File: config.mk
export PLATFORM = sky130hd
export DESIGN_NAME = rtap_ram
export DESIGN_NICKNAME = d
export VERILOG_FILES = /design/src/rtap_ram.sv
export SDC_FILE = /design/constraint.sdc
export NUM_CORES = 1
export LEC_CHECK = 0
export BUFFER_PORTS_ARGS = -buffer_cell sky130_fd_sc_hd__buf_2
export CORE_MARGIN = 1
export CORE_UTILIZATION = 25
export CTS_CLUSTER_SIZE = 10
export DETAILED_ROUTE_END_ITERATION = 10
export PLACE_DENSITY = 0.5
export SYNTH_ARGS = -nofsm -noshare
export SYNTH_HDL_FRONTEND = slang
export SYNTH_SLANG_ARGS = --single-unit
File: constraint.sdc
create_clock -name i_clk -period 2.6 [get_ports i_clk]
set_input_delay 0.52 -clock i_clk [delete_from_list [all_inputs] [get_ports i_clk]]
set_output_delay 0.52 -clock i_clk [all_outputs]
set_load 0.005 [all_outputs]
File: src/rtap_ram.sv
module rtap_ram #(
    parameter int WIDTH = 8,
    parameter int DEPTH = 16
) (
    input  logic                                      i_clk,
    input  logic                                      i_we,
    input  logic [((DEPTH > 1) ? $clog2(DEPTH) : 1)-1:0] i_waddr,
    input  logic [WIDTH-1:0]                          i_wdata,
    input  logic [((DEPTH > 1) ? $clog2(DEPTH) : 1)-1:0] i_raddr,
    output logic [WIDTH-1:0]                          o_rdata
);

    logic [WIDTH-1:0] r_mem [DEPTH];
    logic [WIDTH-1:0] r_rdata;

    always_ff @(posedge i_clk) begin
        if (i_we) begin
            r_mem[i_waddr] <= i_wdata;
        end
        r_rdata <= r_mem[i_raddr];
    end

    assign o_rdata = r_rdata;

endmodule

==> results <==
- The count of pins over their slew limit came to 0.
- The cell count along the critical path is 5.
- The path with the worst hold slack has its endpoint at r_mem[14][4].
- The slew at the pin with the worst max-slew slack is 0.452 ns.
- The horizontal die dimension is 145 um.
- The floorplan step defined a die boundary enclosing 0.0212 mm2.
- At the end of routability-driven placement, the weighted congestion stood at between 0.7 and 0.8.
- The sequential-to-total area share from yosys stat is 0.778.
- Counting flops with a built-in enable in the synthesized netlist gives between 100 and 150.
- The final total negative setup slack is 0 ns.
- Tracing the worst setup path back leads to its startpoint at i_raddr[0].
- The total setup buffers inserted after CTS is 0.
- The cell accounting for the most synthesized area is edfxtp_1.
- Of all flip-flops after synthesis, the portion carrying an async set or reset was 0.
- The endpoint identified for the worst register-to-register timing path is o_rdata[7].
- For this run, design rule violations remaining after detail routing come to 0.
- The number of H-tree levels is 4.
- The row count is 52.
- The count of instances resized after the clock tree is built is 0.
- The via count of the first global-routing pass is between 2000 and 2500.
- The final cell area excluding filler cells is around 0.0063 mm2.
- The share of the clock period used by the worst path after layout is 0.600.
- Across the VDD grid, the largest voltage drop is 382 uV.
- The headroom to the max-slew limit is 0.698.
- The initial utilization of the core area, before any placement, comes to 0.254.
- The total of fill cells in the finished design is 1937.
- TritonCTS built the clock tree.
- Across the whole layout, storage elements account for 0.00400 mm2.
- The synthesized flop and latch total is approximately 140.
- The first global-routing pass estimated 15600 um of wire.
- Measured in cells, the most critical reg-to-reg path has a length of 3.
- STA classifies the critical path endpoint as a register.
- The switching part of the total power is 0.192.
- The total vias in the final route is 2428.
- The first routing iteration left 116 violations.
- Setup repair after global routing left no endpoint under its margin.
- During synthesis, Yosys emitted a total of 0 warnings.
- The iteration count of the initial detailed-routing pass is 4.
- The area of the mapped netlist is 0.00515 mm2.
- In this run the tool buffered the top-level ports with 25 buffer cells.
- Yosys attributes the largest share of cell area to edfxtp_1 75%, mux4_2 7.9%, mux4_1 7.1%, dfxtp_1 3.1%, a22oi_1 2.3%.
- In the layout the commonest cells are 128 x edfxtp_1, 25 x buf_2, 18 x mux4_2, 18 x buf_4, 17 x clkbuf_16.
- The highest fanout seen on the critical path is 32.
- Counting the buffers created by CTS gives 17.
- The fraction of final layout cells sized beyond drive strength 1 is 0.301.
- The startpoint identified for the worst hold timing path is i_wdata[4].
- The kind of cell adding the most delay to the critical path is multiplexers.
- The number of hold violations in the final report is 0.
- The kind of start point of the critical path is a primary input.
- The run finished with clean final reports.
- Among all stages on the critical path, the largest delay is contributed by mux4_1.
- Across the run, the number of max-cap violations was 0.
- In this run the mean area of a mapped cell was 22.5 um2.
- The global router's overall resource usage is 0.106.
- The final wirelength is 10500 um.
- Based on the critical path, the design can be clocked at up to 641 MHz.
- In this run the clock root is driven by a clkbuf_16.
- Of the total power, combinational logic draws 0.045.
- Of the total power, registers draw 0.493.
- The detail route stage leaves a number of antenna-violating nets equal to 0.
- Subtracting the final worst setup slack from the clock period gives 1.56 ns.
- The net count of the finished layout is 301.
- Cell internal power was estimated by the tool at ~0.0040 W.
- The post-detailed-placement cell area is 0.00570 mm2.
- The instance count along the most critical hold path is 1.
- Clock skew on the completed layout was measured at 0.00944 ns.
- Of the post-synthesis cell area, the dominant cell type holds 0.747.
- Summed over all nets, the switching power comes to 0.000962 W.
- The arrival time at the worst endpoint is about 1.9 ns.
- The worst slack at placement is 0.565 ns.
- The core region is 0.0202 mm2.
- The critical path goes through buf_2 > buf_12 > mux4_1 > a22oi_1 > nand2_1.
- The die is 145 um tall.
- Dividing the detail-routed wire length by the instance count gives 18.6 um.
- The slack of the worst reg-to-reg path is 1.27 ns.
- The critical path is of the primary input to register type.
- The initial antenna violation count is 1.
- The clock net sink count is 136.
- In the routed layout, each cell is associated on average with a via count of about 4.3.
- The most common cell after layout, fill and taps aside is edfxtp_1.
- The leakage power total is 2.08 nW.
- The tightest min-delay check is of the primary input to register type.
- The hold-fix buffer count after cts is 0.
- The HPWL after detailed placement is ~6500 um.
- Counting every instance in the synthesized netlist gives roughly 230.
- The prevailing post-synth register cell is edfxtp_1.
- The count of different cell masters after synthesis is 19.
- For this design the ratio of total power to cell area is 798 mW/mm2.
- The synthesized netlist net count is 247.
- The final setup slack of the worst path is between 1 and 1.5 ns.
- Summing internal, switching and leakage power gives 0.00501 W.
- The delay of the slowest cell on the worst path is 0.58 ns.
- The number of antenna diodes in the final layout is 0.
- The multi-input logic area is 0.00106 mm2.
- The combined buffer and inverter count along the critical path is 2.
- The clock input transition at the sequential cells of the worst setup and hold paths is 0.06 ns.
- The share of total power dissipated in the clock network is 0.462.
- The synthesis-to-finish area growth is 21.8%.
- Data on the critical path is required at its endpoint by 2.89 ns.
- Setup violations remaining at the end of the flow were counted as 0.
- The number of primary I/O pins is 26.
- The total overflow left after global routing is 0.
- The clock latency on the worst-skew pair is 0.41 ns.
- The clock passes through at most 2 buffers.
- Entering global routing, the biggest net connects 33 pins.
- In this run the critical register-to-register path is launched from r_mem[3][7].
## layer usage
layer	GRT usage	routed length (um)
met1	0.144	4990
met3	0.0370	442
met5	0	8
met2	0.158	4980
met4	0.0379	124
## cell type report
cell class | instances | share of cell area
multi-input cells | 83 | 0.169
clock buffers | 22 | 0.0708
well taps | 270 | 0.0539
flip-flops and latches | 136 | 0.638
repair buffers | 45 | 0.0479
clock inverters | 10 | 0.0204
## synthesized netlist by cell type (2+ instances only)
cell type        count
nand3b_1             2
buf_6                3
dfxtp_1              8
mux4_2              18
nor2_1              13
mux4_1              14
a22oi_1             16
edfxtp_1           128
nor3_1               4
nand2b_1             2
clkdlybuf4s25_2      3
nand2_1              9
buf_2                3
## power by group through the flow
stage	logic, W	clock network, W	registers (W)
floorplan	0.000124	0	0.00251
global placement	0.000228	0	0.00251
detailed placement	0.000233	0	0.00252
CTS	0.000233	0.00238	0.00247
global route	0.000249	0.00246	0.00247
finish	0.000226	0.00231	0.00247
## worst max path at each step
stage                     slack (ns)          end
final                           1.04   o_rdata[3]
after global routing            0.95   o_rdata[3]
after CTS                       1.01   o_rdata[3]
after detailed placement        0.56   o_rdata[3]
after global placement          0.59   o_rdata[3]
after floorplan                 0.59  r_mem[0][0]
## stage by stage
stage	instances	hold WS (ns)	util
floorplan	229	0.619	-
global placement	534	0.655	0.282
detailed placement	534	0.663	0.282
CTS	566	0.479	0.310
global route	566	0.484	0.310
finish	566	0.496	0.310
## registers in the layout, indices dropped and copies added, names as in the netlist
register,count
r_mem,128
o_rdata,8
## cell families after synthesis
family | Yosys count | synth area share
buffers and inverters | 10 | 0.0168
AOI/OAI and AO/OA | 16 | 0.0233
and+or+nand+nor | 35 | 0.0318
muxes | 32 | 0.150
DFF | 136 | 0.778
(Power assumes the default switching activity.)
